### src/rtl/pfe_pkg.sv
// Shared types, constants and helpers of the printf format engine.
package pfe_pkg;

  localparam int STR_BUF   = 32;
  localparam int SAW       = $clog2(STR_BUF);
  localparam int SLW       = $clog2(STR_BUF + 1);
  localparam int WIDTH_MAX = 63;
  localparam int PREC_CAP  = 63;
  localparam int QDEPTH    = 4;
  localparam int QAW       = $clog2(QDEPTH);

  localparam logic [31:0] RECIP10 = 32'hCCCC_CCCD;

  typedef enum logic [1:0] {
    OP_FMT  = 2'd0,
    OP_INT  = 2'd1,
    OP_SCHR = 2'd2,
    OP_SEND = 2'd3
  } opcode_e;

  typedef enum logic [1:0] {
    KIND_CHAR  = 2'd0,
    KIND_COUNT = 2'd1,
    KIND_ERR   = 2'd2
  } kind_e;

  typedef struct packed {
    logic [1:0]  opcode;
    logic [31:0] value;
    logic        is_digit;
    logic [3:0]  digit;
  } item_t;

  typedef struct packed {
    logic [1:0]  kind;
    logic [7:0]  ch;
    logic [15:0] count;
    logic        last;
  } res_t;

  function automatic logic [7:0] digit_char(input logic [3:0] d, input logic upper);
    logic [7:0] c;
    if (d < 4'd10) c = 8'h30 + {4'b0, d};
    else if (upper) c = 8'h41 + {4'b0, d} - 8'd10;
    else c = 8'h61 + {4'b0, d} - 8'd10;
    return c;
  endfunction

endpackage

### src/rtl/pfe_if.sv
// Valid/ready channel interfaces for input items and result words.
interface pfe_in_if;
  logic        valid;
  logic        ready;
  logic [1:0]  opcode;
  logic [31:0] value;
  modport source (output valid, opcode, value, input ready);
  modport sink (input valid, opcode, value, output ready);
endinterface

interface pfe_out_if;
  logic        valid;
  logic        ready;
  logic [1:0]  kind;
  logic [7:0]  out_char;
  logic [15:0] char_count;
  logic        last;
  modport source (output valid, kind, out_char, char_count, last, input ready);
  modport sink (input valid, kind, out_char, char_count, last, output ready);
endinterface

### src/rtl/printf_format_engine.sv
// Path: an accepted word goes into the queue, then into the back end's current-word
// register; a plain character result passes the held-result and output registers.
// The back end takes one word at a time and waits while the output is stalled; string
// and digit characters are read from the string store, decimal digits come from the
// reciprocal multiplier (S_DIV1, S_DIV2), octal and hex digits from shifts (S_DSH).
// Reset: asynchronous, active low; clears queue, phase, format flags and count.
module printf_format_engine (
  input  logic       clk_i,
  input  logic       rst_ni,
  pfe_in_if.sink     in_i,
  pfe_out_if.source  out_o
);

  // classified words queue up so input acceptance does not wait on the back end while the queue has room
  logic           push, q_full, q_empty, pop;
  pfe_pkg::item_t push_item, pop_item;

  pfe_front u_front (
    .in_i     (in_i),
    .q_full_i (q_full),
    .push_o   (push),
    .item_o   (push_item)
  );

  pfe_queue u_queue (
    .clk_i       (clk_i),
    .rst_ni      (rst_ni),
    .push_i      (push),
    .push_data_i (push_item),
    .full_o      (q_full),
    .pop_i       (pop),
    .pop_data_o  (pop_item),
    .empty_o     (q_empty)
  );

  // back end owns the format state, the digit unit and the output register
  pfe_back u_back (
    .clk_i     (clk_i),
    .rst_ni    (rst_ni),
    .q_empty_i (q_empty),
    .q_data_i  (pop_item),
    .pop_o     (pop),
    .out_o     (out_o)
  );

endmodule

### src/rtl/pfe_queue.sv
// Small FIFO of classified items between front and back.
module pfe_queue (
  input  logic            clk_i,
  input  logic            rst_ni,
  input  logic            push_i,
  input  pfe_pkg::item_t  push_data_i,
  output logic            full_o,
  input  logic            pop_i,
  output pfe_pkg::item_t  pop_data_o,
  output logic            empty_o
);

  pfe_pkg::item_t            mem_q [pfe_pkg::QDEPTH];
  logic [pfe_pkg::QAW-1:0]   wr_q, rd_q;
  logic [pfe_pkg::QAW:0]     cnt_q;

  assign full_o     = (cnt_q == (pfe_pkg::QAW+1)'(pfe_pkg::QDEPTH));
  assign empty_o    = (cnt_q == '0);
  assign pop_data_o = mem_q[rd_q];

  always_ff @(posedge clk_i) begin
    if (push_i) mem_q[wr_q] <= push_data_i;
  end

  always_ff @(posedge clk_i or negedge rst_ni) begin
    if (!rst_ni) begin
      wr_q  <= '0;
      rd_q  <= '0;
      cnt_q <= '0;
    end else begin
      if (push_i) wr_q <= wr_q + 1'b1;
      if (pop_i) rd_q <= rd_q + 1'b1;
      if (push_i && !pop_i) cnt_q <= cnt_q + 1'b1;
      else if (!push_i && pop_i) cnt_q <= cnt_q - 1'b1;
    end
  end

endmodule

### src/rtl/pfe_front.sv
// Front end: accepts input words and pre-decodes the character.
module pfe_front (
  pfe_in_if.sink          in_i,
  input  logic            q_full_i,
  output logic            push_o,
  output pfe_pkg::item_t  item_o
);

  logic [7:0] ch_off;

  assign ch_off      = in_i.value[7:0] - 8'h30;
  assign in_i.ready  = !q_full_i;
  assign push_o      = in_i.valid && !q_full_i;

  always_comb begin
    item_o.opcode   = in_i.opcode;
    item_o.value    = in_i.value;
    item_o.is_digit = (ch_off < 8'd10);
    item_o.digit    = ch_off[3:0];
  end

endmodule

### src/rtl/pfe_back.sv
// Back end: format sequencer, digit unit, string store and result register.
module pfe_back (
  input  logic            clk_i,
  input  logic            rst_ni,
  input  logic            q_empty_i,
  input  pfe_pkg::item_t  q_data_i,
  output logic            pop_o,
  pfe_out_if.source       out_o
);

  // sequencer states
  localparam logic [3:0] S_IDLE  = 4'd0;
  localparam logic [3:0] S_EXEC  = 4'd1;
  localparam logic [3:0] S_DIV1  = 4'd2;
  localparam logic [3:0] S_DIV2  = 4'd3;
  localparam logic [3:0] S_DSH   = 4'd4;
  localparam logic [3:0] S_PREP  = 4'd5;
  localparam logic [3:0] S_SPRE  = 4'd6;
  localparam logic [3:0] S_PADL  = 4'd7;
  localparam logic [3:0] S_SPOST = 4'd8;
  localparam logic [3:0] S_BODYA = 4'd9;
  localparam logic [3:0] S_BODYB = 4'd10;
  localparam logic [3:0] S_PADR  = 4'd11;
  localparam logic [3:0] S_UNK   = 4'd12;
  localparam logic [3:0] S_FIN   = 4'd13;

  // format phases
  localparam logic [3:0] PH_TEXT   = 4'd0;
  localparam logic [3:0] PH_MINUS  = 4'd1;
  localparam logic [3:0] PH_ZERO   = 4'd2;
  localparam logic [3:0] PH_WSTART = 4'd3;
  localparam logic [3:0] PH_WDIG   = 4'd4;
  localparam logic [3:0] PH_WARG   = 4'd5;
  localparam logic [3:0] PH_DOT    = 4'd6;
  localparam logic [3:0] PH_PSTART = 4'd7;
  localparam logic [3:0] PH_PDIG   = 4'd8;
  localparam logic [3:0] PH_PARG   = 4'd9;
  localparam logic [3:0] PH_LONG   = 4'd10;
  localparam logic [3:0] PH_KEY    = 4'd11;
  localparam logic [3:0] PH_IARG   = 4'd12;
  localparam logic [3:0] PH_STR    = 4'd13;

  localparam logic [2:0] CV_D  = 3'd0;
  localparam logic [2:0] CV_U  = 3'd1;
  localparam logic [2:0] CV_O  = 3'd2;
  localparam logic [2:0] CV_XL = 3'd3;
  localparam logic [2:0] CV_XU = 3'd4;
  localparam logic [2:0] CV_C  = 3'd5;
  localparam logic [2:0] CV_S  = 3'd6;

  localparam logic [1:0] SRC_ASC  = 2'd0;
  localparam logic [1:0] SRC_DESC = 2'd1;
  localparam logic [1:0] SRC_ONE  = 2'd2;

  localparam logic [7:0] CH_PCT   = 8'h25;
  localparam logic [7:0] CH_MINUS = 8'h2D;
  localparam logic [7:0] CH_ZERO  = 8'h30;
  localparam logic [7:0] CH_SPACE = 8'h20;
  localparam logic [7:0] CH_STAR  = 8'h2A;
  localparam logic [7:0] CH_DOT   = 8'h2E;

  localparam int SAW = pfe_pkg::SAW;
  localparam int SLW = pfe_pkg::SLW;

  logic [3:0]  st_q, st_d, phase_q, phase_d;
  logic        left_q, left_d, zero_q, zero_d, punl_q, punl_d;
  logic [5:0]  fw_q, fw_d, prec_q, prec_d;
  logic [2:0]  conv_q, conv_d;
  logic [SLW-1:0] slen_q, slen_d, zlen_q, zlen_d;
  logic        zseen_q, zseen_d;
  logic [15:0] cnt_q, cnt_d;
  pfe_pkg::item_t cur_q, cur_d;
  logic [31:0] u_q, u_d;
  logic [63:0] prod_q;
  logic [3:0]  ndig_q, ndig_d;
  logic        neg_q, neg_d;
  logic [5:0]  len_q, len_d, pad_q, pad_d;
  logic [SAW-1:0] bidx_q, bidx_d;
  logic [1:0]  bsrc_q, bsrc_d;
  logic [7:0]  bchr_q, bchr_d;
  logic        pend_v_q, pend_v_d, out_v_q, out_v_d;
  pfe_pkg::res_t pend_q, pend_d, out_q, out_d;

  logic [7:0]  mem_q [pfe_pkg::STR_BUF];
  logic [7:0]  rd_q;
  logic        mem_we;
  logic [SAW-1:0] mem_wa;
  logic [7:0]  mem_wd;

  logic        out_free, can_emit, emit_req, flush_req, clr_spec;
  pfe_pkg::res_t emit_res;
  logic [7:0]  ch;
  logic        op_ok;
  logic [9:0]  acc;
  logic [28:0] quo;
  logic [31:0] rem;
  logic [3:0]  dv;
  logic [4:0]  total;
  logic [5:0]  ulen;
  logic [7:0]  padv;
  logic [31:0] negv;

  function automatic logic [5:0] cut(input logic [5:0] l, input logic unl,
                                     input logic [5:0] p);
    return (!unl && l > p) ? p : l;
  endfunction

  assign out_free = !out_v_q || out_o.ready;
  assign can_emit = !pend_v_q || out_free;
  assign ch       = cur_q.value[7:0];
  assign pop_o    = (st_q == S_IDLE) && !q_empty_i;
  assign quo      = prod_q[63:35];
  assign rem      = u_q - ({quo, 3'b0} + {2'b0, quo, 1'b0});
  assign negv     = 32'd0 - cur_q.value;

  assign out_o.valid      = out_v_q;
  assign out_o.kind       = out_q.kind;
  assign out_o.out_char   = out_q.ch;
  assign out_o.char_count = out_q.count;
  assign out_o.last       = out_q.last;

  always_comb begin
    st_d = st_q; phase_d = phase_q; left_d = left_q; zero_d = zero_q;
    punl_d = punl_q; fw_d = fw_q; prec_d = prec_q; conv_d = conv_q;
    slen_d = slen_q; zlen_d = zlen_q; zseen_d = zseen_q; cnt_d = cnt_q;
    cur_d = cur_q; u_d = u_q; ndig_d = ndig_q; neg_d = neg_q; len_d = len_q;
    pad_d = pad_q; bidx_d = bidx_q; bsrc_d = bsrc_q; bchr_d = bchr_q;
    emit_req = 1'b0; emit_res = '0; flush_req = 1'b0; clr_spec = 1'b0;
    mem_we = 1'b0; mem_wa = '0; mem_wd = '0;
    acc = '0; dv = '0; total = '0; ulen = '0; padv = '0;

    if (phase_q == PH_WARG || phase_q == PH_PARG || phase_q == PH_IARG)
      op_ok = (cur_q.opcode == pfe_pkg::OP_INT);
    else if (phase_q == PH_STR)
      op_ok = (cur_q.opcode == pfe_pkg::OP_SCHR) || (cur_q.opcode == pfe_pkg::OP_SEND);
    else
      op_ok = (cur_q.opcode == pfe_pkg::OP_FMT);

    unique case (st_q)
      S_IDLE: begin
        if (!q_empty_i) begin
          cur_d = q_data_i;
          st_d  = S_EXEC;
        end
      end
      S_EXEC: begin
        if (can_emit) begin
          if (!op_ok) begin
            emit_req = 1'b1;
            emit_res.kind = pfe_pkg::KIND_ERR;
            st_d = S_FIN;
          end else begin
            unique case (phase_q)
              PH_WARG: begin
                if (cur_q.value[31]) fw_d = '0;
                else if (cur_q.value > 32'(pfe_pkg::WIDTH_MAX)) fw_d = 6'(pfe_pkg::WIDTH_MAX);
                else fw_d = cur_q.value[5:0];
                phase_d = PH_DOT;
                st_d = S_FIN;
              end
              PH_PARG: begin
                if (cur_q.value[31]) prec_d = '0;
                else if (cur_q.value > 32'(pfe_pkg::PREC_CAP)) prec_d = 6'(pfe_pkg::PREC_CAP);
                else prec_d = cur_q.value[5:0];
                punl_d = 1'b0;
                phase_d = PH_LONG;
                st_d = S_FIN;
              end
              PH_IARG: begin
                if (conv_q == CV_C) begin
                  bchr_d = ch; bsrc_d = SRC_ONE; len_d = 6'd1; neg_d = 1'b0;
                  st_d = S_PREP;
                end else begin
                  neg_d  = (conv_q == CV_D) && cur_q.value[31];
                  u_d    = ((conv_q == CV_D) && cur_q.value[31]) ? negv : cur_q.value;
                  ndig_d = '0;
                  st_d   = (conv_q == CV_D || conv_q == CV_U) ? S_DIV1 : S_DSH;
                end
              end
              PH_STR: begin
                if (cur_q.opcode == pfe_pkg::OP_SCHR) begin
                  if (slen_q < SLW'(pfe_pkg::STR_BUF)) begin
                    mem_we = 1'b1; mem_wa = slen_q[SAW-1:0]; mem_wd = ch;
                    if (ch == 8'h00 && !zseen_q) begin
                      zseen_d = 1'b1; zlen_d = slen_q;
                    end
                    slen_d = slen_q + 1'b1;
                  end
                  st_d = S_FIN;
                end else begin
                  len_d  = cut(6'(zseen_q ? zlen_q : slen_q), punl_q, prec_q);
                  bidx_d = '0; bsrc_d = SRC_ASC; neg_d = 1'b0;
                  st_d   = S_PREP;
                end
              end
              PH_TEXT: begin
                if (ch == 8'h00) begin
                  emit_req = 1'b1; emit_res.kind = pfe_pkg::KIND_COUNT;
                  emit_res.count = cnt_q; cnt_d = '0; clr_spec = 1'b1;
                  phase_d = PH_TEXT;
                end else if (ch == CH_PCT) begin
                  clr_spec = 1'b1; phase_d = PH_MINUS;
                end else begin
                  emit_req = 1'b1; emit_res.kind = pfe_pkg::KIND_CHAR; emit_res.ch = ch;
                end
                st_d = S_FIN;
              end
              PH_MINUS: begin
                phase_d = PH_ZERO;
                if (ch == CH_MINUS) begin left_d = 1'b1; st_d = S_FIN; end
              end
              PH_ZERO: begin
                phase_d = PH_WSTART;
                if (ch == CH_ZERO) begin zero_d = 1'b1; st_d = S_FIN; end
              end
              PH_WSTART: begin
                if (ch == CH_STAR) begin phase_d = PH_WARG; st_d = S_FIN; end
                else phase_d = PH_WDIG;
              end
              PH_WDIG: begin
                if (cur_q.is_digit) begin
                  acc = 10'(fw_q) * 10'd10 + 10'(cur_q.digit);
                  fw_d = (acc > 10'(pfe_pkg::WIDTH_MAX)) ? 6'(pfe_pkg::WIDTH_MAX) : acc[5:0];
                  st_d = S_FIN;
                end else phase_d = PH_DOT;
              end
              PH_DOT: begin
                if (ch == CH_DOT) begin phase_d = PH_PSTART; st_d = S_FIN; end
                else phase_d = PH_LONG;
              end
              PH_PSTART: begin
                if (ch == CH_STAR) begin
                  phase_d = PH_PARG; st_d = S_FIN;
                end else if (cur_q.is_digit) begin
                  prec_d = 6'(cur_q.digit); punl_d = 1'b0; phase_d = PH_PDIG; st_d = S_FIN;
                end else phase_d = PH_LONG;
              end
              PH_PDIG: begin
                if (cur_q.is_digit) begin
                  acc = 10'(prec_q) * 10'd10 + 10'(cur_q.digit);
                  prec_d = (acc > 10'(pfe_pkg::PREC_CAP)) ? 6'(pfe_pkg::PREC_CAP) : acc[5:0];
                  st_d = S_FIN;
                end else phase_d = PH_LONG;
              end
              PH_LONG: begin
                phase_d = PH_KEY;
                if (ch == 8'h6C || ch == 8'h4C) st_d = S_FIN;
              end
              PH_KEY: begin
                st_d = S_FIN;
                priority case (ch)
                  8'h00: begin
                    emit_req = 1'b1; emit_res.kind = pfe_pkg::KIND_COUNT;
                    emit_res.count = cnt_q; cnt_d = '0; clr_spec = 1'b1;
                    phase_d = PH_TEXT;
                  end
                  8'h64: begin conv_d = CV_D; phase_d = PH_IARG; end
                  8'h75: begin conv_d = CV_U; phase_d = PH_IARG; end
                  8'h6F: begin conv_d = CV_O; phase_d = PH_IARG; end
                  8'h78: begin conv_d = CV_XL; phase_d = PH_IARG; end
                  8'h58, 8'h70: begin conv_d = CV_XU; phase_d = PH_IARG; end
                  8'h63: begin conv_d = CV_C; phase_d = PH_IARG; end
                  8'h73: begin
                    conv_d = CV_S; slen_d = '0; zseen_d = 1'b0; zlen_d = '0;
                    phase_d = PH_STR;
                  end
                  CH_PCT: begin
                    bchr_d = CH_PCT; bsrc_d = SRC_ONE; len_d = 6'd1; neg_d = 1'b0;
                    st_d = S_PREP;
                  end
                  default: begin
                    emit_req = 1'b1; emit_res.kind = pfe_pkg::KIND_CHAR;
                    emit_res.ch = CH_PCT;
                    st_d = S_UNK;
                  end
                endcase
              end
              default: st_d = S_FIN;
            endcase
          end
        end
      end
      S_DIV1: st_d = S_DIV2;
      S_DIV2, S_DSH: begin
        if (st_q == S_DIV2) begin
          dv = rem[3:0]; u_d = {3'b0, quo};
        end else if (conv_q == CV_O) begin
          dv = {1'b0, u_q[2:0]}; u_d = u_q >> 3;
        end else begin
          dv = u_q[3:0]; u_d = u_q >> 4;
        end
        mem_we = 1'b1; mem_wa = SAW'(ndig_q);
        mem_wd = pfe_pkg::digit_char(dv, conv_q == CV_XU);
        ndig_d = ndig_q + 1'b1;
        if (u_d == '0) begin
          total  = {1'b0, ndig_q} + 5'd1;
          ulen   = 6'(total);
          len_d  = cut(ulen, punl_q, prec_q);
          bidx_d = SAW'(ndig_q);
          bsrc_d = SRC_DESC;
          st_d   = S_PREP;
        end else begin
          st_d = (st_q == S_DIV2) ? S_DIV1 : S_DSH;
        end
      end
      S_PREP: begin
        padv  = {2'b0, fw_q} - {2'b0, len_q} - {7'b0, neg_q};
        pad_d = (!padv[7] && padv != '0) ? padv[5:0] : '0;
        st_d  = S_SPRE;
      end
      S_SPRE: begin
        if (zero_q && neg_q) begin
          if (can_emit) begin
            emit_req = 1'b1; emit_res.ch = CH_MINUS; st_d = S_PADL;
          end
        end else st_d = S_PADL;
      end
      S_PADL: begin
        if (!left_q && pad_q != '0) begin
          if (can_emit) begin
            emit_req = 1'b1; emit_res.ch = zero_q ? CH_ZERO : CH_SPACE;
            pad_d = pad_q - 1'b1;
          end
        end else st_d = S_SPOST;
      end
      S_SPOST: begin
        if (!zero_q && neg_q) begin
          if (can_emit) begin
            emit_req = 1'b1; emit_res.ch = CH_MINUS; st_d = S_BODYA;
          end
        end else st_d = S_BODYA;
      end
      S_BODYA: begin
        if (len_q == '0) st_d = S_PADR;
        else if (bsrc_q == SRC_ONE) begin
          if (can_emit) begin
            emit_req = 1'b1; emit_res.ch = bchr_q; len_d = len_q - 1'b1;
          end
        end else st_d = S_BODYB;
      end
      S_BODYB: begin
        if (can_emit) begin
          emit_req = 1'b1; emit_res.ch = rd_q; len_d = len_q - 1'b1;
          bidx_d = (bsrc_q == SRC_DESC) ? bidx_q - 1'b1 : bidx_q + 1'b1;
          st_d = S_BODYA;
        end
      end
      S_PADR: begin
        if (pad_q != '0) begin
          if (can_emit) begin
            emit_req = 1'b1; emit_res.ch = zero_q ? CH_ZERO : CH_SPACE;
            pad_d = pad_q - 1'b1;
          end
        end else begin
          phase_d = PH_TEXT; clr_spec = 1'b1; st_d = S_FIN;
        end
      end
      S_UNK: begin
        if (can_emit) begin
          emit_req = 1'b1; emit_res.ch = ch;
          phase_d = PH_TEXT; clr_spec = 1'b1; st_d = S_FIN;
        end
      end
      S_FIN: begin
        if (!pend_v_q) st_d = S_IDLE;
        else if (out_free) begin
          flush_req = 1'b1; st_d = S_IDLE;
        end
      end
      default: st_d = S_IDLE;
    endcase

    if (clr_spec) begin
      left_d = 1'b0; zero_d = 1'b0; fw_d = '0; prec_d = '0; punl_d = 1'b1; conv_d = CV_D;
    end

    if (emit_req && emit_res.kind == pfe_pkg::KIND_CHAR && cnt_q != 16'hFFFF)
      cnt_d = cnt_q + 1'b1;

    // one result is held back until it is known whether it ends the word's run
    out_v_d = out_v_q && !out_o.ready;
    out_d = out_q; pend_d = pend_q; pend_v_d = pend_v_q;
    if (emit_req) begin
      if (pend_v_q) begin
        out_d = pend_q; out_d.last = 1'b0; out_v_d = 1'b1;
      end
      pend_d = emit_res; pend_v_d = 1'b1;
    end else if (flush_req) begin
      out_d = pend_q; out_d.last = 1'b1; out_v_d = 1'b1; pend_v_d = 1'b0;
    end
  end

  always_ff @(posedge clk_i) begin
    if (mem_we) mem_q[mem_wa] <= mem_wd;
    rd_q <= mem_q[bidx_q];
  end

  always_ff @(posedge clk_i) begin
    cur_q  <= cur_d;  u_q <= u_d;  prod_q <= u_q * pfe_pkg::RECIP10;
    neg_q  <= neg_d;  len_q <= len_d;  pad_q <= pad_d;  bidx_q <= bidx_d;
    bsrc_q <= bsrc_d; bchr_q <= bchr_d; pend_q <= pend_d; out_q <= out_d;
  end

  always_ff @(posedge clk_i or negedge rst_ni) begin
    if (!rst_ni) begin
      st_q <= S_IDLE; phase_q <= PH_TEXT; left_q <= 1'b0; zero_q <= 1'b0;
      punl_q <= 1'b1; fw_q <= '0; prec_q <= '0; conv_q <= CV_D;
      slen_q <= '0; zlen_q <= '0; zseen_q <= 1'b0; cnt_q <= '0; ndig_q <= '0;
      pend_v_q <= 1'b0; out_v_q <= 1'b0;
    end else begin
      st_q <= st_d; phase_q <= phase_d; left_q <= left_d; zero_q <= zero_d;
      punl_q <= punl_d; fw_q <= fw_d; prec_q <= prec_d; conv_q <= conv_d;
      slen_q <= slen_d; zlen_q <= zlen_d; zseen_q <= zseen_d; cnt_q <= cnt_d;
      ndig_q <= ndig_d; pend_v_q <= pend_v_d; out_v_q <= out_v_d;
    end
  end

`ifndef SYNTHESIS
  a_idle_no_pend: assert property (@(posedge clk_i) disable iff (!rst_ni)
    (st_q == S_IDLE) |-> !pend_v_q) else $error("held result left at idle");
  a_digits: assert property (@(posedge clk_i) disable iff (!rst_ni)
    ndig_q <= 4'd11) else $error("digit count overflow");
  a_slen: assert property (@(posedge clk_i) disable iff (!rst_ni)
    slen_q <= SLW'(pfe_pkg::STR_BUF)) else $error("string length overflow");
`endif

endmodule
### src/flat_wrapper.sv
// flat-port wrapper written by rule: the top's interface ports become plain ports
module printf_format_engine_flat 
  (clk_i, rst_ni, in_i_valid, in_i_opcode, in_i_value, in_i_ready, out_o_valid, out_o_kind, out_o_out_char, out_o_char_count, out_o_last, out_o_ready);
  pfe_in_if in_i_i ();
  pfe_out_if out_o_i ();
  input  logic clk_i;
  input  logic rst_ni;
  input wire logic [$bits(in_i_i.valid)-1:0] in_i_valid;
  input wire logic [$bits(in_i_i.opcode)-1:0] in_i_opcode;
  input wire logic [$bits(in_i_i.value)-1:0] in_i_value;
  output wire logic [$bits(in_i_i.ready)-1:0] in_i_ready;
  output wire logic [$bits(out_o_i.valid)-1:0] out_o_valid;
  output wire logic [$bits(out_o_i.kind)-1:0] out_o_kind;
  output wire logic [$bits(out_o_i.out_char)-1:0] out_o_out_char;
  output wire logic [$bits(out_o_i.char_count)-1:0] out_o_char_count;
  output wire logic [$bits(out_o_i.last)-1:0] out_o_last;
  input wire logic [$bits(out_o_i.ready)-1:0] out_o_ready;
  assign in_i_i.valid = in_i_valid;
  assign in_i_i.opcode = in_i_opcode;
  assign in_i_i.value = in_i_value;
  assign in_i_ready = in_i_i.ready;
  assign out_o_valid = out_o_i.valid;
  assign out_o_kind = out_o_i.kind;
  assign out_o_out_char = out_o_i.out_char;
  assign out_o_char_count = out_o_i.char_count;
  assign out_o_last = out_o_i.last;
  assign out_o_i.ready = out_o_ready;
  printf_format_engine u_core (.clk_i(clk_i), .rst_ni(rst_ni), .in_i(in_i_i), .out_o(out_o_i));
endmodule
### config.mk
export PLATFORM = sky130hd
export DESIGN_NAME = printf_format_engine_flat
export DESIGN_NICKNAME = d
export VERILOG_FILES = /design/src/rtl/pfe_pkg.sv /design/src/rtl/pfe_if.sv /design/src/rtl/printf_format_engine.sv /design/src/rtl/pfe_queue.sv /design/src/rtl/pfe_front.sv /design/src/rtl/pfe_back.sv /design/src/flat_wrapper.sv
export SDC_FILE = /design/constraint.sdc
export NUM_CORES = 2
export LEC_CHECK = 0
export BUFFER_PORTS_ARGS = -buffer_cell sky130_fd_sc_hd__buf_2
export CAP_MARGIN = 40
export CORE_MARGIN = 5
export CORE_UTILIZATION = 35
export CTS_CLUSTER_SIZE = 12
export DETAILED_ROUTE_END_ITERATION = 10
export PLACE_DENSITY = 0.59
export SYNTH_ARGS = -nofsm -noshare
export SYNTH_HDL_FRONTEND = slang
export SYNTH_SLANG_ARGS = --single-unit
### constraint.sdc
create_clock -name clk_i -period 14.8 [get_ports clk_i]
set_input_delay 0.74 -clock clk_i [delete_from_list [all_inputs] [get_ports clk_i]]
set_output_delay 0.74 -clock clk_i [all_outputs]
set_load 0.03 [all_outputs]
Word level (Yosys, flattened, before mapping) --
Memory sizes are Yosys's and may differ from the RTL's. A register that Yosys moved wholly into a read port is not among the register bits. Index checks and enable logic that the tools add are counted.
Storage, ports and cells: register bits 245, bits of input ports 38, logic and storage cells 521, memories kept 2, RAM bits 412
Memories:
- u_core.u_back.mem_q | depth 32, width 8, rd ports 1, clocked after Yosys merged registers in 1, wr ports 1, line pfe_back.sv:84 | logic [7:0] mem_q [pfe_pkg::STR_BUF];
- u_core.u_queue.mem_q | depth 4, width 39, rd ports 1, clocked after Yosys merged registers in 1, wr ports 1, line pfe_queue.sv:13 | pfe_pkg::item_t mem_q [pfe_pkg::QDEPTH];
Cells by class: muxes and demuxes 250, reduce and logical (&&, ||, !) cells 102, bitwise gates (word level) 1, add/sub/neg operators 25, $mul 3, order comparisons 8, equality and inequality tests 97
Operators with widths (number):
- $mux 6 | 43
- $mux 32 | 6
- $mux 4 | 38
- $mux 8 | 18
- $mux 16 | 7
- $mux 27 | 3
- $eq 8x7->1 const B | 10
- $mux 5 | 13
- $mul 32x32->64 const B | 1
- $mux 1 | 64
- $pmux 32 s2 | 1
- $pmux 8 s8 | 1
- $mux 29 | 2
- $pmux 6 s3 | 3
- $pmux 26 s2 | 1
- $pmux 4 s13 | 1
- $eq 4x4->1 const B | 12
- $pmux 4 s12 | 1
- $eq 8x6->1 const B | 5
- $ne 2x2->1 const B | 20
- $pmux 4 s10 | 1
- $ne 3x3->1 const B | 12
- $pmux 6 s2 | 3
- $reduce_bool 2->1 | 18
- 83 further kinds | 202

Logic depth before layout (Yosys ltp) --
depth after elaboration 12, mapped depth 25, mapped depth without buffers 25

Cells and area by module --
From an unflattened synthesis, not the netlist that was laid out.
Second synthesis, totals: cells, all modules 3856, area total of the unflattened synthesis 47387.9 um^2
By module, submodules not included:
- pfe_back | instances 1, area an instance 41000.6 um^2, cells an instance 3575
- pfe_queue | instances 1, area an instance 6068.3 um^2, cells an instance 238
- pfe_front | instances 1, area an instance 319.1 um^2, cells an instance 43

Worst setup path before layout --
OpenSTA, ideal clock, no wires.
kind register to register, start register u_core.u_back.u_q[15], end register u_core.u_back.prod_q[62], stages on the path, launching flop included 25, period minus slack after synthesis 6.990 ns, arrival 6.854 ns, library setup time 0.136 ns, slack 7.810 ns, cells stage by stage edfxtp_1 > ha_1 > inv_1 > fa_1 > inv_1 > fa_1 > inv_1 > fa_1 > inv_1 > fa_1 > fa_1 > fa_1 > inv_1 > fa_1 > inv_1 > ha_1 > a21o_1 > a31oi_1 > nor4bb_1 > nand2_1 > o211ai_1 > o21bai_1 > a2111oi_0 > o41ai_1 > xor2_1
On the way: longest elaborated chain between the ends 1
Ends and longest elaborated chain:
- from (decl) | line pfe_back.sv:73 | logic [31:0] u_q, u_d;
- from (signal assigned) | line pfe_back.sv:399 | cur_q <= cur_d; u_q <= u_d; prod_q <= u_q * pfe_pkg::RECIP10;
- $mul 32x32->64 | line pfe_back.sv:399
- to (signal assigned) | line pfe_back.sv:399
- to (decl) | line pfe_back.sv:74 | logic [63:0] prod_q;
Every way passes these cells. A chain may end at the register's enable or synchronous reset.

Worst setup path after layout --
start register u_core.u_back.u_q[19], end register u_core.u_back.prod_q[62]
The elaborated chain is that of the path after synthesis.

==> metrics.md <==
| Metric | Value |
|---|---|
| Mapped Area | roughly 46000 µm² |
| Post-route ant nets | 0 |
| RSZ-0062 raised after global routing | false |
| Total negative slack | 0 ns |
| Clk_skew | roughly 0.026 ns |
| Post-layout min period | around 8.4 ns |
| Sequential share of the synthesized area | about two fifths |
| CP arrival | just under 9 ns |
| Total GRT Usage | 17.4% |
| Post-Synthesis Cells | roughly 3700 |
| Post-synth ARST share | a little over a tenth |
| Drt first pass iters | 7 |
| Final setup fails | 0 |
| Final #Nets | roughly 4600 |
| Total Wirelength | 119000 µm |
| Yosys warns | 0 |
| Clk sinks | 649 |
| Worst Hold Slack | approximately 0.33 ns |
| Required @ worst endpoint | 15.29 ns |
| Setup repair bufs after CTS | 0 |
| Die Span Y | about 370 µm |
| Post-place setup slack | between 6 and 7 ns |
| Vias | between 20000 and 30000 |
| Layout cells sized above 1 | between 10% and 20% |
| Post-DP HPWL | 93800 µm |
| # port buffers | 66 |
| CTS Buf Count | 71 |
| Max frequency | between 100 and 150 MHz |
| Top post-synthesis cells by area | edfxtp_1, fa_1, ha_1 |
| Initial drt markers | roughly 2500 |
| Via density | just over 5 |
| Die area | between 100000 and 150000 µm² |
| DRC violations left | 0 |
| Die X | 372 µm |
| I/O pin cnt | 67 |
| Status | complete, no violations |
| Worst Hold Class | in -> reg |
| Vias in the first global route | approximately 30000 |
| Root buf cell | clkbuf_16 |
| H-tree levels | 3 |
| Longest Clk Path Bufs | 3 |
| Cts repair resizes | 0 |
| EDFF count, synth | between 500 and 600 |
| Layout filler cell count | 12300 |
| First-pass GRT wire length | about 180000 µm |
| CP Capture Type | flop |
| Area leader, netlist | edfxtp_1 |
| Initial antenna violation count | 3 |
| Final Wtd Congestion | just under 1 |
| Final Hold Fails | 0 |
| Max cap viols | 0 |
| Initial core utilization | a little over a third |
| Pin count of the biggest net entering global routing | 47 |
| Most frequent cell after synthesis | inv_1 |
| Routed len/inst | 21.3 µm |
| Post-synth top cells | inv_1, edfxtp_1, ha_1 |
| Top-area cell type share of the netlist area | roughly 36% |
| Syn_area_per_cell | approximately 12 µm² |
| Placed cell area | between 40000 and 50000 µm² |
| Post-route cell area | approximately 51000 µm² |
| Yosys cell types | 80 |
| Grt total ovfl | 0 |
| Slew headroom | 32.3% |
| CTS clk-pin slew, worst paths | roughly 0.070 ns |
| Syn-to-layout area delta | 10.9% |
| Worst skew pair latency | about 0.63 ns |
| Yosys reg bits | 649 |
| CTS tree | yes |
| Max-slew violation total from the final report | 0 |
| Setup crit start kind | flop |
| Synth Net Count | about 4600 |
| Core Region | about 130000 µm² |
| Worst-margin pin slew | between 1 and 1.5 ns |
| Max FO, Critical Path | 7 |
| Dominant register cell in the synthesized netlist | edfxtp_1 |
| Final WS setup | 6.42 ns |
| Standard-cell rows | about 130 |
| Tcrit/Tclk final | approximately 57% |
| Critical path class | reg -> reg |
## worst max-delay path, stage by stage (launching register included)
cell,delay (ns)
edfxtp_1,0.60
ha_1,0.62
inv_1,0.17
fa_1,0.52
inv_1,0.05
fa_1,0.51
inv_1,0.06
fa_1,0.49
inv_1,0.05
fa_1,0.55
fa_1,0.43
fa_1,0.49
inv_1,0.05
fa_1,0.47
inv_1,0.04
ha_1,0.31
a21oi_1,0.18
o21ai_0,0.17
nor4bb_1,0.46
nand2_1,0.23
o211ai_1,0.56
o21bai_1,0.27
a2111oi_0,0.61
o41ai_1,0.17
xor2_1,0.17
## kinds of logic after synthesis
logic type	count (synthesis)	share of synthesized area (%)
AO/OA/AOI/OAI	505	7.09
XOR/XNOR	161	3.08
buffers and inverters	777	6.44
multiplexers	179	7.13
AND/OR/NAND/NOR	649	6.79
adder cells (fa/ha/maj)	804	28.4
flip-flops	649	41.0
## registers in the layout, indices dropped and copies added (netlist names), 8 cells and up
signal	flops
u_core.u_back.cnt_q	16
u_core.u_back.u_q	32
u_core.u_back.rd_q	8
u_core.u_queue.mem_q	140
u_core.u_back.ch	8
u_core.u_back.cur_q	27
u_core.u_back.out_o.out_char	8
u_core.u_back.mem_q	256
u_core.u_back.bchr_q	8
u_core.u_back.out_o.char_count	16
u_core.u_back.pend_q	26
u_core.u_back.prod_q	29
## what timing repair did
action | CTS | global route
hold buffers | 1 | 0
hold endpoints to repair | 4 | 0
setup endpoints to repair | 0 | 0
## stage by stage
step / instances / utilization, %
floorplan: 3724 / -
global placement: 5446 / 37.1
detailed placement: 5472 / 37.4
CTS: 5594 / 39.1
global route: 5596 / 39.1
finish: 5596 / 39.1
## per-layer routing
layer	share of wire, %	track usage [%]	up-vias	routed length, µm
li1	-	-	13000	-
met1	45	24.6	14500	53000
met2	47	27.9	841	56100
met3	6.3	2.98	160	7470
met4	2.1	4.14	2	2460
met5	0.011	0	-	13
## final timing paths
check                                             endpoint  slack [ns]                      from  cells past startpoint
setup / recovery                  u_core.u_back.prod_q[62]        6.42     u_core.u_back.u_q[19]                     24
hold reg to reg            u_core.u_back.out_o.out_char[1]        0.41  u_core.u_back.pend_q[18]                      0
setup reg to reg                  u_core.u_back.prod_q[62]        6.42     u_core.u_back.u_q[19]                     24
max in group asynchronous             u_core.u_back.punl_q       13.38                    rst_ni                      4
min in group asynchronous           u_core.u_queue.rd_q[1]        0.47                    rst_ni                      2
hold / removal                 u_core.u_queue.mem_q[0][24]        0.33            in_i_value[19]                      1
## placed cells by master, fill, tap and decap left out, drive strengths merged, types with 19 or more instances in the layout
| cell | count |
|---|---|
| fa | 394 |
| nand2b | 19 |
| nor3 | 35 |
| o21ai | 138 |
| nand3 | 46 |
| nor2 | 187 |
| mux2i | 40 |
| dfxtp | 37 |
| edfxtp | 544 |
| clkinv | 21 |
| nor4 | 21 |
| ha | 410 |
| and3 | 19 |
| mux2 | 24 |
| nand4 | 26 |
| buf | 124 |
| inv | 666 |
| nor2b | 23 |
| nand2 | 184 |
| and2 | 45 |
| xor2 | 76 |
| dfrtp | 67 |
| a21oi | 119 |
| a21o | 66 |
| xnor2 | 85 |
| clkbuf | 90 |
| mux4 | 115 |
## area by class of cell
cell class                      count  area (µm²)  share of cell area [%]
Multi-Input combinational cell   2298       24100                    47.5
Sequential cell                   649       18800                    37.0
Antenna cell                        1        2.50                 0.00493
Tap cell                         1742        2180                    4.30
Clock inverter                     31         283                   0.557
Inverter                          660        2480                    4.88
Timing Repair Buffer              125         998                    1.97
Clock buffer                       90        1900                    3.74
Power is left out: the tool's default activity adds up to more than one toggle a clock period on the data nets, which glitch-free logic cannot reach.
